==> config.mk <==
export PLATFORM = sky130hd
export DESIGN_NAME = byte_stuffed_frame_builder_flat
export DESIGN_NICKNAME = d
export VERILOG_FILES = /design/src/rtl/core/bsfb_pkg.sv /design/src/rtl/core/bsfb_in_if.sv /design/src/rtl/core/bsfb_out_if.sv /design/src/rtl/core/bsfb_cfg_if.sv /design/src/rtl/core/bsfb_front.sv /design/src/rtl/core/bsfb_queue.sv /design/src/rtl/core/bsfb_back.sv /design/src/rtl/core/byte_stuffed_frame_builder.sv /design/src/flat_wrapper.sv
export SDC_FILE = /design/constraint.sdc
export NUM_CORES = 1
export LEC_CHECK = 0
export BUFFER_PORTS_ARGS = -buffer_cell sky130_fd_sc_hd__buf_4
export CAP_MARGIN = 40
export CORE_MARGIN = 4
export CORE_UTILIZATION = 50
export CTS_CLUSTER_SIZE = 12
export DETAILED_ROUTE_END_ITERATION = 6
export GPL_ROUTABILITY_DRIVEN = 0
export HOLD_SLACK_MARGIN = 0.08
export PLACE_DENSITY = 0.78
export RECOVER_POWER = 25
export SLEW_MARGIN = 20
export SYNTH_ARGS = -nofsm -noshare
export SYNTH_HDL_FRONTEND = slang
export SYNTH_SLANG_ARGS = --single-unit
==> constraint.sdc <==
create_clock -name clk -period 3.3 [get_ports clk]
set_input_delay 0.33 -clock clk [delete_from_list [all_inputs] [get_ports clk]]
set_output_delay 0.33 -clock clk [all_outputs]
set_load 0.02 [all_outputs]
==> src/rtl/core/bsfb_pkg.sv <==
// shared types and constants of the byte-stuffed frame builder
// no dependencies; the front end, queue, back end and top level import this package
package bsfb_pkg;

	localparam logic [7:0] FLAG_BYTE  = 8'h7E;
	localparam logic [7:0] ESC_BYTE   = 8'h7D;
	localparam logic [7:0] ESC_FLAG   = 8'h5E;
	localparam logic [7:0] ESC_ESC    = 8'h5D;
	localparam logic [7:0] CTRL_SEQ0  = 8'h00;
	localparam logic [7:0] CTRL_SEQ1  = 8'h02;
	localparam logic [7:0] ADDR_RESET = 8'h03;

	// one classified payload beat, queued between front and back
	typedef struct packed {
		logic       hdr;   // first byte of a frame: header goes out first
		logic [7:0] addr;  // address field captured at classification
		logic       seq;   // sequence bit for the control byte
		logic [7:0] data;  // unstuffed payload byte
		logic       last;  // final byte: check and closing flag follow
		logic [7:0] chk;   // xor check over the frame, valid with last
	} cmd_t;

	// emission phase of the back end
	typedef enum logic [3:0] {
		PH_IDLE,
		PH_FLAG0,
		PH_ADDR,
		PH_CTRL,
		PH_HCHK,
		PH_DATA,
		PH_DATA_ESC,
		PH_CHK,
		PH_CHK_ESC,
		PH_FLAG1
	} phase_t;

endpackage

==> src/rtl/core/bsfb_in_if.sv <==
// payload input channel of the byte-stuffed frame builder
// no dependencies
interface bsfb_in_if;
	logic       valid;
	logic       ready;
	logic [7:0] data_byte;
	logic       last_byte;

	modport source(output valid, data_byte, last_byte, input ready);
	modport sink(input valid, data_byte, last_byte, output ready);
endinterface

==> src/rtl/core/bsfb_out_if.sv <==
// line byte output channel of the byte-stuffed frame builder
// no dependencies
interface bsfb_out_if;
	logic       valid;
	logic       ready;
	logic [7:0] out_byte;
	logic       last_of_run;
	logic       frame_end;

	modport source(output valid, out_byte, last_of_run, frame_end, input ready);
	modport sink(input valid, out_byte, last_of_run, frame_end, output ready);
endinterface

==> src/rtl/core/bsfb_cfg_if.sv <==
// address register write channel of the byte-stuffed frame builder
// no dependencies
interface bsfb_cfg_if;
	logic       valid;
	logic       ready;
	logic [7:0] address_byte;

	modport source(output valid, address_byte, input ready);
	modport sink(input valid, address_byte, output ready);
endinterface

==> src/rtl/core/bsfb_front.sv <==
// front end: address register, frame state and classification of payload beats
// depends on bsfb_pkg, bsfb_in_if, bsfb_cfg_if
module bsfb_front (
	input  logic            clk,
	input  logic            arst_n,
	bsfb_cfg_if.sink        cfg,
	bsfb_in_if.sink         pay_in,
	output bsfb_pkg::cmd_t  push_cmd,
	output logic            push_valid,
	input  logic            push_ready
);
	import bsfb_pkg::*;

	logic [7:0] addr_q;
	logic       in_frame_q;
	logic       seq_q;
	logic [7:0] chk_q;
	logic       accept;
	logic [7:0] chk_next;

	assign cfg.ready    = 1'b1;
	assign pay_in.ready = push_ready;
	assign push_valid   = pay_in.valid;
	assign accept       = pay_in.valid && push_ready;

	// check restarts at the first byte of each frame
	assign chk_next = (in_frame_q ? chk_q : 8'h00) ^ pay_in.data_byte;

	always_comb begin
		push_cmd.hdr  = !in_frame_q;
		push_cmd.addr = addr_q;
		push_cmd.seq  = seq_q;
		push_cmd.data = pay_in.data_byte;
		push_cmd.last = pay_in.last_byte;
		push_cmd.chk  = chk_next;
	end

	always_ff @(posedge clk or negedge arst_n) begin
		if (!arst_n) begin
			addr_q <= ADDR_RESET;
		end else if (cfg.valid) begin
			addr_q <= cfg.address_byte;
		end
	end

	always_ff @(posedge clk or negedge arst_n) begin
		if (!arst_n) begin
			in_frame_q <= 1'b0;
			seq_q      <= 1'b0;
			chk_q      <= 8'h00;
		end else if (accept) begin
			if (pay_in.last_byte) begin
				in_frame_q <= 1'b0;
				seq_q      <= !seq_q;
				chk_q      <= 8'h00;
			end else begin
				in_frame_q <= 1'b1;
				chk_q      <= chk_next;
			end
		end
	end

endmodule

==> src/rtl/core/bsfb_queue.sv <==
// short command queue between front and back end
// depends on bsfb_pkg
module bsfb_queue #(
	parameter int DEPTH = 4
) (
	input  logic            clk,
	input  logic            arst_n,
	input  bsfb_pkg::cmd_t  push_cmd,
	input  logic            push_valid,
	output logic            push_ready,
	output bsfb_pkg::cmd_t  head_cmd,
	output logic            head_valid,
	input  logic            head_pop
);
	import bsfb_pkg::*;

	localparam int PW = (DEPTH > 1) ? $clog2(DEPTH) : 1;
	localparam int CW = $clog2(DEPTH + 1);

	cmd_t          entries_q [DEPTH];
	logic [PW-1:0] wr_ptr_q;
	logic [PW-1:0] rd_ptr_q;
	logic [CW-1:0] count_q;
	logic          push;
	logic          pop;

	assign push_ready = (count_q != CW'(DEPTH));
	assign head_valid = (count_q != '0);
	assign head_cmd   = entries_q[rd_ptr_q];
	assign push       = push_valid && push_ready;
	assign pop        = head_pop && head_valid;

	always_ff @(posedge clk) begin
		if (push) begin
			entries_q[wr_ptr_q] <= push_cmd;
		end
	end

	always_ff @(posedge clk or negedge arst_n) begin
		if (!arst_n) begin
			wr_ptr_q <= '0;
			rd_ptr_q <= '0;
			count_q  <= '0;
		end else begin
			if (push) begin
				wr_ptr_q <= (wr_ptr_q == PW'(DEPTH - 1)) ? '0 : wr_ptr_q + 1'b1;
			end
			if (pop) begin
				rd_ptr_q <= (rd_ptr_q == PW'(DEPTH - 1)) ? '0 : rd_ptr_q + 1'b1;
			end
			if (push && !pop) begin
				count_q <= count_q + 1'b1;
			end else if (pop && !push) begin
				count_q <= count_q - 1'b1;
			end
		end
	end

	a_count_bound: assert property (@(posedge clk) disable iff (!arst_n)
		count_q <= CW'(DEPTH))
		else $error("queue count above depth");

	a_pop_drains: assert property (@(posedge clk) disable iff (!arst_n)
		(pop && !push) |=> (count_q == $past(count_q) - 1'b1))
		else $error("pop without push did not drain an entry");

endmodule

==> src/rtl/core/bsfb_back.sv <==
// back end: emits a queued beat: header if first, stuffed payload, trailer if last
// depends on bsfb_pkg, bsfb_out_if
module bsfb_back (
	input  logic            clk,
	input  logic            arst_n,
	input  bsfb_pkg::cmd_t  head_cmd,
	input  logic            head_valid,
	output logic            head_pop,
	bsfb_out_if.source      line_out
);
	import bsfb_pkg::*;

	phase_t     phase_q;
	phase_t     phase_d;
	phase_t     cur;
	phase_t     nxt;
	logic       load;
	logic       done;
	logic       fend;
	logic [7:0] obyte;
	logic [7:0] ctrl;
	logic       data_spec;
	logic       chk_spec;

	logic       ov_q;
	logic [7:0] obyte_q;
	logic       lor_q;
	logic       fend_q;

	assign ctrl      = head_cmd.seq ? CTRL_SEQ1 : CTRL_SEQ0;
	assign data_spec = (head_cmd.data == FLAG_BYTE) || (head_cmd.data == ESC_BYTE);
	assign chk_spec  = (head_cmd.chk == FLAG_BYTE) || (head_cmd.chk == ESC_BYTE);
	assign load      = head_valid && (!ov_q || line_out.ready);
	assign head_pop  = load && done;

	always_comb begin
		cur = phase_q;
		if (phase_q == PH_IDLE) begin
			cur = head_cmd.hdr ? PH_FLAG0 : PH_DATA;
		end
		nxt   = PH_IDLE;
		done  = 1'b0;
		fend  = 1'b0;
		obyte = FLAG_BYTE;
		case (cur)
			PH_FLAG0: begin
				obyte = FLAG_BYTE;
				nxt   = PH_ADDR;
			end
			PH_ADDR: begin
				obyte = head_cmd.addr;
				nxt   = PH_CTRL;
			end
			PH_CTRL: begin
				obyte = ctrl;
				nxt   = PH_HCHK;
			end
			PH_HCHK: begin
				obyte = head_cmd.addr ^ ctrl;
				nxt   = PH_DATA;
			end
			PH_DATA: begin
				if (data_spec) begin
					obyte = ESC_BYTE;
					nxt   = PH_DATA_ESC;
				end else begin
					obyte = head_cmd.data;
					nxt   = PH_CHK;
					done  = !head_cmd.last;
				end
			end
			PH_DATA_ESC: begin
				obyte = (head_cmd.data == FLAG_BYTE) ? ESC_FLAG : ESC_ESC;
				nxt   = PH_CHK;
				done  = !head_cmd.last;
			end
			PH_CHK: begin
				if (chk_spec) begin
					obyte = ESC_BYTE;
					nxt   = PH_CHK_ESC;
				end else begin
					obyte = head_cmd.chk;
					nxt   = PH_FLAG1;
				end
			end
			PH_CHK_ESC: begin
				obyte = (head_cmd.chk == FLAG_BYTE) ? ESC_FLAG : ESC_ESC;
				nxt   = PH_FLAG1;
			end
			PH_FLAG1: begin
				obyte = FLAG_BYTE;
				fend  = 1'b1;
				done  = 1'b1;
			end
			default: begin
				obyte = FLAG_BYTE;
				done  = 1'b1;
			end
		endcase
		phase_d = phase_q;
		if (load) begin
			phase_d = done ? PH_IDLE : nxt;
		end
	end

	always_ff @(posedge clk or negedge arst_n) begin
		if (!arst_n) begin
			phase_q <= PH_IDLE;
		end else begin
			phase_q <= phase_d;
		end
	end

	always_ff @(posedge clk or negedge arst_n) begin
		if (!arst_n) begin
			ov_q <= 1'b0;
		end else if (load) begin
			ov_q <= 1'b1;
		end else if (line_out.ready) begin
			ov_q <= 1'b0;
		end
	end

	always_ff @(posedge clk) begin
		if (load) begin
			obyte_q <= obyte;
			lor_q   <= done;
			fend_q  <= fend;
		end
	end

	assign line_out.valid       = ov_q;
	assign line_out.out_byte    = obyte_q;
	assign line_out.last_of_run = lor_q;
	assign line_out.frame_end   = fend_q;

	a_frame_end_flag: assert property (@(posedge clk) disable iff (!arst_n)
		(ov_q && fend_q) |-> (obyte_q == FLAG_BYTE && lor_q))
		else $error("frame end beat is not a final closing flag");

	a_mid_cmd_head: assert property (@(posedge clk) disable iff (!arst_n)
		(phase_q != PH_IDLE) |-> head_valid)
		else $error("command left the queue before its last beat");

	a_escape_follows: assert property (@(posedge clk) disable iff (!arst_n)
		(load && cur == PH_DATA && data_spec) |=> (phase_q == PH_DATA_ESC))
		else $error("escaped payload byte lost its second beat");

endmodule

==> src/rtl/core/byte_stuffed_frame_builder.sv <==
// top level of the byte-stuffed frame builder: front end, command queue, back end
// depends on bsfb_pkg, bsfb_in_if, bsfb_out_if, bsfb_cfg_if, bsfb_front, bsfb_queue, bsfb_back

// Builds HDLC-style information frames from payload bytes. The first payload
// beat of a frame is preceded by flag 0x7E, the address register, the control
// byte (0x00 or 0x02 from the sequence bit) and their xor; payload 0x7E and
// 0x7D are escaped as 0x7D 0x5E and 0x7D 0x5D; the final beat is followed by
// the escaped xor check and a closing flag marked with frame_end. line_out
// moves one byte per cycle while ready and a beat is queued; one payload
// beat gives 1 to 9 line bytes: 4 header bytes on the first beat, 1 or 2
// for the payload byte, 1 or 2 for the check and 1 for the flag on the last
// beat, about 2 per beat for stuffed-heavy data. The front end takes a
// payload beat every cycle while the QUEUE_DEPTH-entry command queue has
// room; the first line byte of a beat passes a queue entry, then the output
// register. The address register can be written any cycle and is sampled
// when a frame's first beat is accepted. No start-up pass after reset.
module byte_stuffed_frame_builder #(
	parameter int QUEUE_DEPTH = 4   // commands buffered between front and back, 2 or more
) (
	input  logic        clk,
	input  logic        arst_n,
	bsfb_cfg_if.sink    cfg,
	bsfb_in_if.sink     pay_in,
	bsfb_out_if.source  line_out
);
	import bsfb_pkg::*;

	// classified beat from the front end
	cmd_t push_cmd;
	logic push_valid;
	logic push_ready;

	// head of the queue as seen by the back end
	cmd_t head_cmd;
	logic head_valid;
	logic head_pop;

	// address register, frame state, running check
	bsfb_front u_front (
		.clk        (clk),
		.arst_n     (arst_n),
		.cfg        (cfg),
		.pay_in     (pay_in),
		.push_cmd   (push_cmd),
		.push_valid (push_valid),
		.push_ready (push_ready)
	);

	// decouples payload intake from line emission
	bsfb_queue #(
		.DEPTH (QUEUE_DEPTH)
	) u_queue (
		.clk        (clk),
		.arst_n     (arst_n),
		.push_cmd   (push_cmd),
		.push_valid (push_valid),
		.push_ready (push_ready),
		.head_cmd   (head_cmd),
		.head_valid (head_valid),
		.head_pop   (head_pop)
	);

	// byte sequencer with registered line output
	bsfb_back u_back (
		.clk        (clk),
		.arst_n     (arst_n),
		.head_cmd   (head_cmd),
		.head_valid (head_valid),
		.head_pop   (head_pop),
		.line_out   (line_out)
	);

endmodule
==> src/flat_wrapper.sv <==
// flat-port wrapper written by rule: the top's interface ports become plain ports
module byte_stuffed_frame_builder_flat import bsfb_pkg::*;
#(
	parameter int QUEUE_DEPTH = 4                                                         
)
  (clk, arst_n, cfg_valid, cfg_address_byte, cfg_ready, pay_in_valid, pay_in_data_byte, pay_in_last_byte, pay_in_ready, line_out_valid, line_out_out_byte, line_out_last_of_run, line_out_frame_end, line_out_ready);
  bsfb_cfg_if cfg_i ();
  bsfb_in_if pay_in_i ();
  bsfb_out_if line_out_i ();
  input  logic clk;
  input  logic arst_n;
  input wire logic [$bits(cfg_i.valid)-1:0] cfg_valid;
  input wire logic [$bits(cfg_i.address_byte)-1:0] cfg_address_byte;
  output wire logic [$bits(cfg_i.ready)-1:0] cfg_ready;
  input wire logic [$bits(pay_in_i.valid)-1:0] pay_in_valid;
  input wire logic [$bits(pay_in_i.data_byte)-1:0] pay_in_data_byte;
  input wire logic [$bits(pay_in_i.last_byte)-1:0] pay_in_last_byte;
  output wire logic [$bits(pay_in_i.ready)-1:0] pay_in_ready;
  output wire logic [$bits(line_out_i.valid)-1:0] line_out_valid;
  output wire logic [$bits(line_out_i.out_byte)-1:0] line_out_out_byte;
  output wire logic [$bits(line_out_i.last_of_run)-1:0] line_out_last_of_run;
  output wire logic [$bits(line_out_i.frame_end)-1:0] line_out_frame_end;
  input wire logic [$bits(line_out_i.ready)-1:0] line_out_ready;
  assign cfg_i.valid = cfg_valid;
  assign cfg_i.address_byte = cfg_address_byte;
  assign cfg_ready = cfg_i.ready;
  assign pay_in_i.valid = pay_in_valid;
  assign pay_in_i.data_byte = pay_in_data_byte;
  assign pay_in_i.last_byte = pay_in_last_byte;
  assign pay_in_ready = pay_in_i.ready;
  assign line_out_valid = line_out_i.valid;
  assign line_out_out_byte = line_out_i.out_byte;
  assign line_out_last_of_run = line_out_i.last_of_run;
  assign line_out_frame_end = line_out_i.frame_end;
  assign line_out_i.ready = line_out_ready;
  byte_stuffed_frame_builder #(.QUEUE_DEPTH(QUEUE_DEPTH)) u_core (.clk(clk), .arst_n(arst_n), .cfg(cfg_i), .pay_in(pay_in_i), .line_out(line_out_i));
endmodule
==> results of run 1 <==
worst max-delay path: stages (launching register included):
cell and delay (ns):
dfrtp_1 0.71, mux4_2 0.33, nand4_1 0.22, nor3_2 0.32, a211oi_2 0.13, inv_1 0.09, ha_1 0.20, inv_1 0.08
fa_1 0.46, xor2_1 0.17, nor2_1 0.12, xor2_1 0.16
cells by family (layout without fill, tap and decap cells):
logic type	count (synthesis)	after routing	synth area share [%]
fa+ha+maj	7	7	1.53
buf+inv	29	90	2.12
mux	41	41	12.3
compound gates	47	47	5.22
other cells	1	1	0.0605
simple gates	94	94	7.24
xor+xnor	16	16	2.26
flops	148	148	69.3
where the power goes:
part           switching, mW  internal, mW
logic                   1.23         0.971
clock network          0.751          1.32
registers              0.339          2.60
total                   2.32          4.89
per-layer routing:
metal | share of wire [%] | vias to the layer above
li1 | - | 1575
met3 | 5.2 | 24
met5 | 0 | -
met1 | 42 | 1768
met4 | 3.2 | 0
met2 | 49 | 123
sequential cells by signal, indices dropped and copies added (netlist names), 2 cells and up:
register and flops:
u_core.u_queue.rd_ptr_q 2, u_core.u_queue.wr_ptr_q 2, u_core.u_back.phase_q 4, u_core.u_queue.entries_q 108, u_core.u_front.addr_q 8, u_core.u_queue.count_q 3
u_core.u_back.line_out.out_byte 8, u_core.u_front.chk_q 8
path summary, 6_finish.rpt:
path,start,to,cells past startpoint
hold / removal,cfg_address_byte[7],u_core.u_front.addr_q[7],2
min in group asynchronous,arst_n,u_core.u_front.addr_q[3],2
max in group asynchronous,arst_n,u_core.u_queue.rd_ptr_q[0],2
setup / recovery,u_core.u_queue.rd_ptr_q[1],u_core.u_queue.count_q[2],11
setup reg to reg,u_core.u_queue.rd_ptr_q[1],u_core.u_queue.count_q[2],11
hold reg to reg,u_core.u_front.chk_q[4],u_core.u_front.chk_q[4],2
cells in the mapped netlist, types with 3 or more instances:
cell	count
a32oi_1	5
clkbuf_1	9
mux4_2	27
buf_2	3
inv_1	13
and3_1	5
nand4_1	4
a21oi_1	4
nor2_1	13
buf_4	3
a31oi_1	3
o21ai_0	19
nand2_1	48
nor3_1	3
edfxtp_1	118
xor2_1	3
ha_1	6
xnor2_1	13
nand3_1	8
mux2_2	11
dfrtp_1	28
through the flow:
step           power (mW)  util [%]
5_1_grt              7.59      60.4
3_5_place_dp         5.16      55.2
4_1_cts              7.26      60.7
6_report             7.22      60.4
2_1_floorplan        4.48         -
3_3_place_gp         5.07      55.2
layout make-up:
class	instances	area [um2]	share of cell area, %
multi-input cells	206	1780	24.4
clock inverters	13	195	2.68
flip-flops and latches	148	4300	59.0
well taps	168	210	2.89
clock buffers	19	453	6.22
repair buffers	45	303	4.16
inverters	13	48.8	0.670
timing repair:
action	in CTS	in global routing
endpoints found under the setup margin	0	1
gates resized for setup	0	1
hold endpoints to repair	28	0
hold buffers	1	0
cells in the final DEF, fill, tap and decap left out, types with 6 or more instances in the layout:
cell / count
buf_4: 34
clkbuf_1: 10
clkbuf_16: 17
dfrtp_1: 27
edfxtp_1: 118
ha_1: 6
inv_1: 13
mux2_2: 11
mux4_2: 27
nand2_1: 48
nand3_1: 8
nor2_1: 13
o21ai_0: 19
xnor2_1: 13
==> summary.txt, run 1 <==
STA
  • Least setup slack across all paths after layout: 0.243 ns
  • Relative slew slack: -23.9%
  • Slew Limit Fails: 31
  • Achievable Freq: 327 MHz
  • Setup total negative slack: 0 ns
  • Worst Tran Pin Value: 1.86 ns
  • Time the worst path needs with I/O delays and setup: 3.06 ns
  • Worst hold slack across all endpoints: 0.139 ns
  • Final worst path period share: 92.6%
  • Worst clock skew on the final layout: 0.00652 ns
  • # setup viols final: 0
  • Unrepaired setup endpoints after global routing: false
  • Hold Vio Cnt, Final: 0

Critical path
  • Endpoint required time on the critical path: 3.64 ns
  • CP arrival: 3.40 ns
  • Peak fanout along the critical path: 14
  • CP Launch Type: register
  • CP endpoint kind: register
  • Setup slack on the worst flop-to-flop path: 0.24 ns
  • Start-to-end type of the worst setup path: reg2reg

Logic synthesis
  • Synth warn: 0
  • Number of distinct standard cells referenced by the synthesized netlist: 54
  • Mean instance size in the synthesized netlist: 16.2 um2
  • Count of state elements after synthesis: 148
  • Ranking of synthesized cells by area: edfxtp_1 57%, dfrtp_1 11%, mux4_2 9.8%, nand2_1 2.9%, mux2_2 2.0%
  • Yosys top cell area share: 57.1%
  • Proportion of synthesized flip-flops having asynchronous set or reset: 20.3%
  • Cell taking the most area after synthesis: edfxtp_1
  • Syn Std Cell Area: 6200 um2
  • Sequential area share after synthesis: 69.3%
  • Synthesized net count: 412
  • Top FF cell, synth: edfxtp_1
  • Number of enable flip-flop cells after synthesis: 118
  • Cell count after synthesis: 383

Global routing
  • Wire length of the first global-routing pass: 19400 um
  • Met3 routing resource usage after global routing: 4.99%
  • Congestion Overflow GR: 0
  • Pin count of the biggest net entering global routing: 31
  • GRT met1 Usage: 23.5%
  • Antenna violations before repair: 0
  • All-Layer GR Usage: 18.3%
  • Met2 track demand over resource: 28.4%
  • Vias in the first global route: 3600
  • Global-route layer with the greatest usage: met2

Place
  • Post-placement cell area: 6660 um2
  • Number of port buffers: 33
  • Minimum setup slack after placement: 0.245 ns
  • Estimated wirelength of the detail-placed design: 7870 um
  • Placed cell count: 579

Finish
  • Area growth from synthesis to layout: 17.4%
  • Final std cell area, no fill: 7290 um2
  • Number of antenna repair diodes: 0
  • Fill cell total of the finished layout: 840
  • Ratio of cells with drive above 1 in the final layout: 25.5%
  • Post-layout net count: 460
  • Number of standard cells in the final layout excluding fillers: 612

Detailed routing
  • Total wirelength of the detailed-routed design: 12000 um
  • Drt via density: 5.70
  • Post-detailed-route wirelength per cell: 19.7 um
  • Antenna-violating nets left: 0
  • Total vias in the final route: 3490
  • Initial drt markers: 420
  • Drt pass-1 iters: 6
  • Drc violations: 0

Clock network
  • Level count of the clock H-tree: 4
  • Buffers from clock root to sink, at most: 2
  • Number of clock sinks seen by CTS: 148
  • Setup Fix Bufs, Post-CTS: 0
  • Clock edge transition at the registers on the reported setup and hold paths: 0.06 ns
  • Cell at the root of the clock tree: clkbuf_16
  • Cts bufs inserted: 17
  • TritonCTS clock tree: done
  • Latest clock arrival within the worst-skew pair: 0.42 ns

Power and ir drop
  • Peak ir drop on the vdd network: 571 uV
  • Pleak: 2.59 nW
  • Total power per unit cell area: 991 nW/um2

Job
  • Number of max-cap violations: 1

Run status
  • Violated checks: max-capacitance violations, max-slew violations
  • Outcome: finished, violations left

Min path
  • Hold WC Path Type: in2reg

Floorplanning
  • Die Ht: 119 um
  • DIE AREA: 14300 um2
  • Initial core utilization: 51.4%
  • I/O pins: 35
  • Die width: 119 um
  • Std-Cell Core Area: 12100 um2
  • Number of rows created at floorplan: 40
No activity file was read; power rests on OpenSTA's default activity.
==> run 2, diff against run 1 <==
--- a/config.mk
+++ b/config.mk
@@ -7,13 +7,14 @@
 export LEC_CHECK = 0
 export BUFFER_PORTS_ARGS = -buffer_cell sky130_fd_sc_hd__buf_4
 export CAP_MARGIN = 40
+export CORE_ASPECT_RATIO = 1.1
 export CORE_MARGIN = 4
 export CORE_UTILIZATION = 50
 export CTS_CLUSTER_SIZE = 12
 export DETAILED_ROUTE_END_ITERATION = 6
 export GPL_ROUTABILITY_DRIVEN = 0
 export HOLD_SLACK_MARGIN = 0.08
-export PLACE_DENSITY = 0.78
+export PLACE_DENSITY_LB_ADDON = 0.12
 export RECOVER_POWER = 25
 export SLEW_MARGIN = 20
 export SYNTH_ARGS = -nofsm -noshare
==> run 2 against run 1 <==
  * The run now ends clean
  * Critical endpoint unchanged
  * Design area hardly changed
  * Global-route usage grew 0.60 points
  * Sequential share of layout area is essentially flat
  * Maximum frequency about the same
  * Highest routed layer unchanged
  * Wire length rose by 2.3%
  * Largest cell class unchanged
==> summary.txt, run 2 (synthesized netlist as in run 1, its figures left out) <==
Global routing
  • All-Layer GR Usage: 18.9%
  • Antenna violations before repair: 0
  • Pin count of the biggest net entering global routing: 31
  • Congestion Overflow GR: 0
  • Vias in the first global route: 3570
  • Wire length of the first global-routing pass: 20200 um

Floorplanning
  • DIE AREA: 14300 um2
  • Std-Cell Core Area: 12100 um2
  • Die Ht: 125 um
  • Number of rows created at floorplan: 42
  • I/O pins: 35
  • Die width: 114 um
  • Initial core utilization: 51.3%

Clock network
  • TritonCTS clock tree: done
  • Buffers from clock root to sink, at most: 2
  • Cell at the root of the clock tree: clkbuf_16
  • Level count of the clock H-tree: 4
  • Cts bufs inserted: 17
  • Setup Fix Bufs, Post-CTS: 0
  • Number of clock sinks seen by CTS: 148
  • Clock edge transition at the registers on the reported setup and hold paths: 0.06 ns
  • Latest clock arrival within the worst-skew pair: 0.41 ns

Place
  • Number of port buffers: 33
  • Estimated wirelength of the detail-placed design: 7890 um

Detailed routing
  • Initial drt markers: 376
  • Drt via density: 5.73
  • Antenna-violating nets left: 0
  • Wire length on met2: 6230 um
  • Drt pass-1 iters: 5
  • Top layer reached by signal wires: met4
  • Post-detailed-route wirelength per cell: 20.6 um
  • Drc violations: 0
  • Total wirelength of the detailed-routed design: 12300 um
  • Wire length on met1: 5360 um
  • Met3 WL post-DR: 530 um
  • Total vias in the final route: 3420

Power and ir drop
  • Comb power frac: 31.0%
  • Peak ir drop on the vdd network: 581 uV
  • Overall power after layout: 7.28 mW
  • Design internal power: 4.93 mW
  • Switching share of power: 32.3%
  • Sequential power share: 40.2%
  • Proportion of power drawn by the clock network: 28.8%
  • Net Switching: 2.35 mW
  • Total power per unit cell area: 999 nW/um2
  • Pleak: 2.59 nW

Critical path
  • Start-to-end type of the worst setup path: reg2reg
  • Cell-by-cell trace of the critical path: mux4_2 > nand2b_4 > nor3_2 > a211oi_2 > inv_1 > ha_1 > inv_1 > fa_1 > xor2_1 > nor2_1 > xor2_1
  • Endpoint required time on the critical path: 3.63 ns
  • CP arrival: 3.39 ns
  • Critical path destination: u_core.u_queue.count_q[2]
  • Critical register-to-register path endpoint: u_core.u_queue.count_q[2]
  • Peak fanout along the critical path: 14
  • Max stage delay cell, worst path: dfrtp_4
  • CP endpoint kind: register
  • Worst reg-to-reg path cell count: 11
  • Max stage delay on crit path: 0.60 ns
  • CP Launch Type: register
  • Setup slack on the worst flop-to-flop path: 0.25 ns
  • Startpoint of the most critical setup path: u_core.u_queue.rd_ptr_q[0]
  • Startpoint of the worst register-to-register path: u_core.u_queue.rd_ptr_q[0]

Finish
  • Most common cell after layout, fill and taps aside: edfxtp_1
  • Number of antenna repair diodes: 0
  • Register ranked first by flip-flop count: u_core.u_queue.entries_q
  • Flip-flop count of the largest register, all copies and words added: 108
  • Post-layout net count: 459
  • Ratio of cells with drive above 1 in the final layout: 25.5%
  • Area growth from synthesis to layout: 17.4%
  • Most frequent cells in the layout: 118 x edfxtp_1, 48 x nand2_1, 32 x buf_4

STA
  • Achievable Freq: 327 MHz
  • Relative slew slack: 56.3%
  • Unrepaired setup endpoints after global routing: false
  • Time the worst path needs with I/O delays and setup: 3.05 ns
  • # setup viols final: 0
  • Worst Tran Pin Value: 0.656 ns
  • Final worst path period share: 92.5%
  • Setup total negative slack: 0 ns
  • Hold Vio Cnt, Final: 0
  • Slew Limit Fails: 0
  • Worst clock skew on the final layout: 0.00636 ns

Run status
  • Outcome: completed

Min path
  • Hold WC Path Type: in2reg

Job
  • Number of max-cap violations: 0
[run 2: cell types whose count changed in the layout (fill, tap and decap cells not counted)]
cell | previous run | this run
clkinvlp_4 | 2 | 4
bufinv_16 | 4 | 5
buf_12 | 0 | 1
clkbuf_1 | 10 | 9
buf_4 | 34 | 32
inv_6 | 4 | 3
clkbuf_2 | 0 | 1
clkbuf_8 | 2 | 0
inv_8 | 1 | 0
clkinv_4 | 1 | 2
[run 2: cell type report]
type / instances / area (um2)
multi-input combinational: 206 / 1780
inverter: 13 / 48.8
fill: 915 / 4810
clock buffer: 17 / 425
tap: 154 / 193
clock inverter: 15 / 229
sequential: 148 / 4300
timing repair buffer: 44 / 309
[run 2: metal layers]
layer  GRT usage [%]  vias to the layer above
li1                -                     1565
met1            26.5                     1740
met2            29.4                       97
met3            3.79                       18
met4            6.71                        0
met5               0                        -
[run 2: per-stage QoR]
| step | util, % | instances | area (um2) | hold WS [ns] | setup WS, ns |
|---|---|---|---|---|---|
| 6_report | 60.2 | 597 | 7280 | 0.152 | 0.246 |
| 5_1_grt | 60.2 | 597 | 7280 | 0.145 | 0.0138 |
| 4_1_cts | 60.5 | 596 | 7310 | 0.131 | 0.104 |
| 3_5_place_dp | 55.0 | 563 | 6640 | 0.319 | 0.157 |
| 3_3_place_gp | 55.0 | 563 | 6640 | 0.310 | 0.252 |
| 2_1_floorplan | - | 383 | 6200 | 0.0344 | 0.507 |
[run 2: power groups by stage]
stage,Combinational (mW),Sequential [mW],Clock [mW]
final,2.26,2.92,2.10
after global routing,2.46,2.98,2.22
after CTS,2.27,2.93,2.12
after detailed placement,2.25,2.96,0
after global placement,2.22,2.94,0
after floorplan,1.61,2.87,0
[run 2: how the worst min path moves through the flow]
stage	cells after the start	slack, ns	endpoint	from
after floorplan	0	0.03	u_core.u_back.line_out.valid	arst_n
after global placement	1	0.31	u_core.u_queue.rd_ptr_q[1]	arst_n
after detailed placement	1	0.32	u_core.u_back.phase_q[0]	arst_n
after CTS	1	0.13	u_core.u_queue.entries_q[1][14]	pay_in_data_byte[5]
after global routing	2	0.15	u_core.u_front.addr_q[2]	cfg_address_byte[2]
final	2	0.15	u_core.u_front.addr_q[2]	cfg_address_byte[2]
[run 2: worst max-delay path: cells and delay by family (launching register included)]
family          cells  cell delay [ns]
mux                 1             0.57
simple gates        3             0.58
flops               1             0.60
compound gates      1             0.13
buf+inv             2             0.16
fa+ha+maj           2             0.63
xor+xnor            2             0.31
[run 2: what timing repair did]
item	CTS	global route
hold buffers	1	0
endpoints found under the setup margin	0	1
gates resized for setup	0	1
hold endpoints to repair	28	0
==> run 3, diff against run 2 <==
--- a/config.mk
+++ b/config.mk
@@ -13,6 +13,7 @@
 export CTS_CLUSTER_SIZE = 12
 export DETAILED_ROUTE_END_ITERATION = 6
 export GPL_ROUTABILITY_DRIVEN = 0
+export GPL_TIMING_DRIVEN = 0
 export HOLD_SLACK_MARGIN = 0.08
 export PLACE_DENSITY_LB_ADDON = 0.12
 export RECOVER_POWER = 25
==> run 3 against run 2 <==
  * The run now ends with max-capacitance violations, max-slew violations left
  * Non-clock buffer count up 12
  * Clock power down 18%
  * Wire length down 3.1%
  * Critical endpoint is now u_core.u_queue.count_q[1]
  * Maximum frequency down 3.5%
  * Critical path type unchanged
  * Final cell count up 2.0%
  * Clock-buffer cell count up 3
  * Highest routed layer unchanged
  * Register-to-register slack worse by 0.11 ns
  * Combinational power up 9.3%
  * Die area unchanged
  * Design area about the same
  * Total power down 4.0%
  * Sequential power down 4%
==> summary.txt, run 3 (synthesized netlist as in run 1, its figures left out) <==
Finish
  • Post-layout net count: 471
  • Number of antenna repair diodes: 0
  • Sequential cell area in the final layout: 4300 um2
  • Flip-flop count of the largest register, all copies and words added: 108
  • Number of standard cells in the final layout excluding fillers: 609
  • Most frequent cells in the layout: 118 x edfxtp_1, 48 x nand2_1, 28 x buf_4, 28 x dfrtp_1, 27 x mux4_2
  • Fill cell total of the finished layout: 932
  • Area growth from synthesis to layout: 17.4%
  • Ratio of cells with drive above 1 in the final layout: 24.4%
  • Area of combinational cells with multiple inputs: 1790 um2
  • Final std cell area, no fill: 7280 um2
  • Register ranked first by flip-flop count: u_core.u_queue.entries_q
  • Final core utilization: 60.2%
  • Most common cell after layout, fill and taps aside: edfxtp_1

Floorplanning
  • Number of rows created at floorplan: 42
  • DIE AREA: 14300 um2
  • I/O pins: 35
  • Die width: 114 um
  • Initial core utilization: 51.3%
  • Die Ht: 125 um
  • Std-Cell Core Area: 12100 um2

Critical path
  • Peak fanout along the critical path: 10
  • Endpoint required time on the critical path: 3.60 ns
  • CP endpoint kind: register
  • CP arrival: 3.46 ns
  • CP Launch Type: register
  • Start-to-end type of the worst setup path: reg2reg

Power and ir drop
  • Overall power after layout: 6.98 mW
  • Pleak: 2.58 nW
  • Total power per unit cell area: 959 nW/um2
  • Peak ir drop on the vdd network: 490 uV

Place
  • Placed cell count: 573
  • Number of port buffers: 32
  • Post-placement cell area: 6750 um2
  • Estimated wirelength of the detail-placed design: 8150 um

Run status
  • Outcome: finished, violations left
  • Violated checks: max-capacitance violations, max-slew violations

STA
  • Worst clock skew on the final layout: 0.0123 ns
  • Achievable Freq: 316 MHz
  • Worst Tran Pin Value: 1.86 ns
  • Time the worst path needs with I/O delays and setup: 3.17 ns
  • Final worst path period share: 95.9%
  • # setup viols final: 0
  • Setup total negative slack: 0 ns
  • Slew Limit Fails: 31
  • Relative slew slack: -24.0%
  • Hold Vio Cnt, Final: 0

Detailed routing
  • Post-detailed-route wirelength per cell: 19.6 um
  • Total wirelength of the detailed-routed design: 11900 um
  • Initial drt markers: 220
  • Drt pass-1 iters: 5
  • Antenna-violating nets left: 0
  • Total vias in the final route: 3436
  • Drt via density: 5.64
  • Drc violations: 0

Clock network
  • Latest clock arrival within the worst-skew pair: 0.41 ns
  • Number of clock sinks seen by CTS: 148
  • Level count of the clock H-tree: 4
  • Clock edge transition at the registers on the reported setup and hold paths: 0.06 ns
  • Cts bufs inserted: 17
  • Buffers from clock root to sink, at most: 2
  • Cell at the root of the clock tree: clkbuf_16
  • TritonCTS clock tree: done

Job
  • Number of max-cap violations: 1

Min path
  • Hold WC Path Type: in2reg

Global routing
  • Congestion Overflow GR: 0
  • Vias in the first global route: 3571
  • Wire length of the first global-routing pass: 19500 um
  • All-Layer GR Usage: 18.2%
  • Pin count of the biggest net entering global routing: 31
  • Antenna violations before repair: 0
## run 3: changes by cell type in the layout (fill, tap and decap cells not counted), moves of 2 or more
cell and delta:
clkbuf_1 +13, buf_16 +4, clkinv_4 -2, bufinv_16 -4, inv_6 -3, and3_2 +4
clkinv_2 +2, and3_1 -4, buf_4 -4, clkinv_1 +4
## run 3: worst paths after layout
path / slack (ns) / from / cells after the start / to
worst max-delay path: 0.13 / u_core.u_queue.rd_ptr_q[1] / 11 / u_core.u_queue.count_q[1]
worst min-delay path: 0.14 / cfg_address_byte[7] / 2 / u_core.u_front.addr_q[7]
worst max register to register: 0.13 / u_core.u_queue.rd_ptr_q[1] / 11 / u_core.u_queue.count_q[1]
worst min register to register: 0.48 / u_core.u_front.chk_q[1] / 2 / u_core.u_front.chk_q[1]
max in group asynchronous: 1.25 / arst_n / 2 / u_core.u_front.chk_q[3]
min in group asynchronous: 0.96 / arst_n / 2 / u_core.u_front.addr_q[3]
## run 3: metrics by stage
stage	setup WS [ns]	hold WS (ns)
6_report	0.134	0.144
5_1_grt	-0.0108	0.136
4_1_cts	0.0287	0.117
3_5_place_dp	-0.0614	0.308
3_3_place_gp	0.0179	0.297
2_1_floorplan	0.507	0.0344
## run 3: repair_timing
item                       4_1_cts  5_1_grt
buffers inserted                 0        2
cloned                           0        0
gates resized for setup          1        2
hold endpoints to repair        28        0
hold buffers                     1        0
pin swaps                        0        1
setup endpoints to repair        1        2
## run 3: final cells by class
cell class	instances	area share [%]
Buffer	16	1.20
Clock buffer	20	6.00
Clock inverter	12	1.24
Inverter	13	0.670
Multi-Input combinational cell	206	24.5
Sequential cell	148	59.0
Tap cell	154	2.65
Timing Repair Buffer	40	4.71
## run 3: layer usage
metal	global-route usage, %	up-vias	wire length, um
li1	-	1589	-
met1	25.0	1744	5380
met2	27.9	89	5830
met3	4.47	14	488
met4	7.83	0	242
met5	0	-	0
## run 3: report_power, final
group	total, mW	internal [mW]	switching, mW
logic	2.47	1.06	1.41
clock network	1.72	1.02	0.700
registers	2.79	2.60	0.192
total	6.98	4.68	2.31
## run 3: critical path, cell delays in order (launching register included)
cell      delay, ns
dfrtp_1        0.35
clkbuf_4       0.26
buf_4          0.25
mux4_2         0.37
o311ai_1       0.29
a21oi_1        0.10
a211oi_2       0.32
inv_1          0.13
ha_1           0.24
inv_1          0.09
fa_1           0.39
mux2_2         0.26
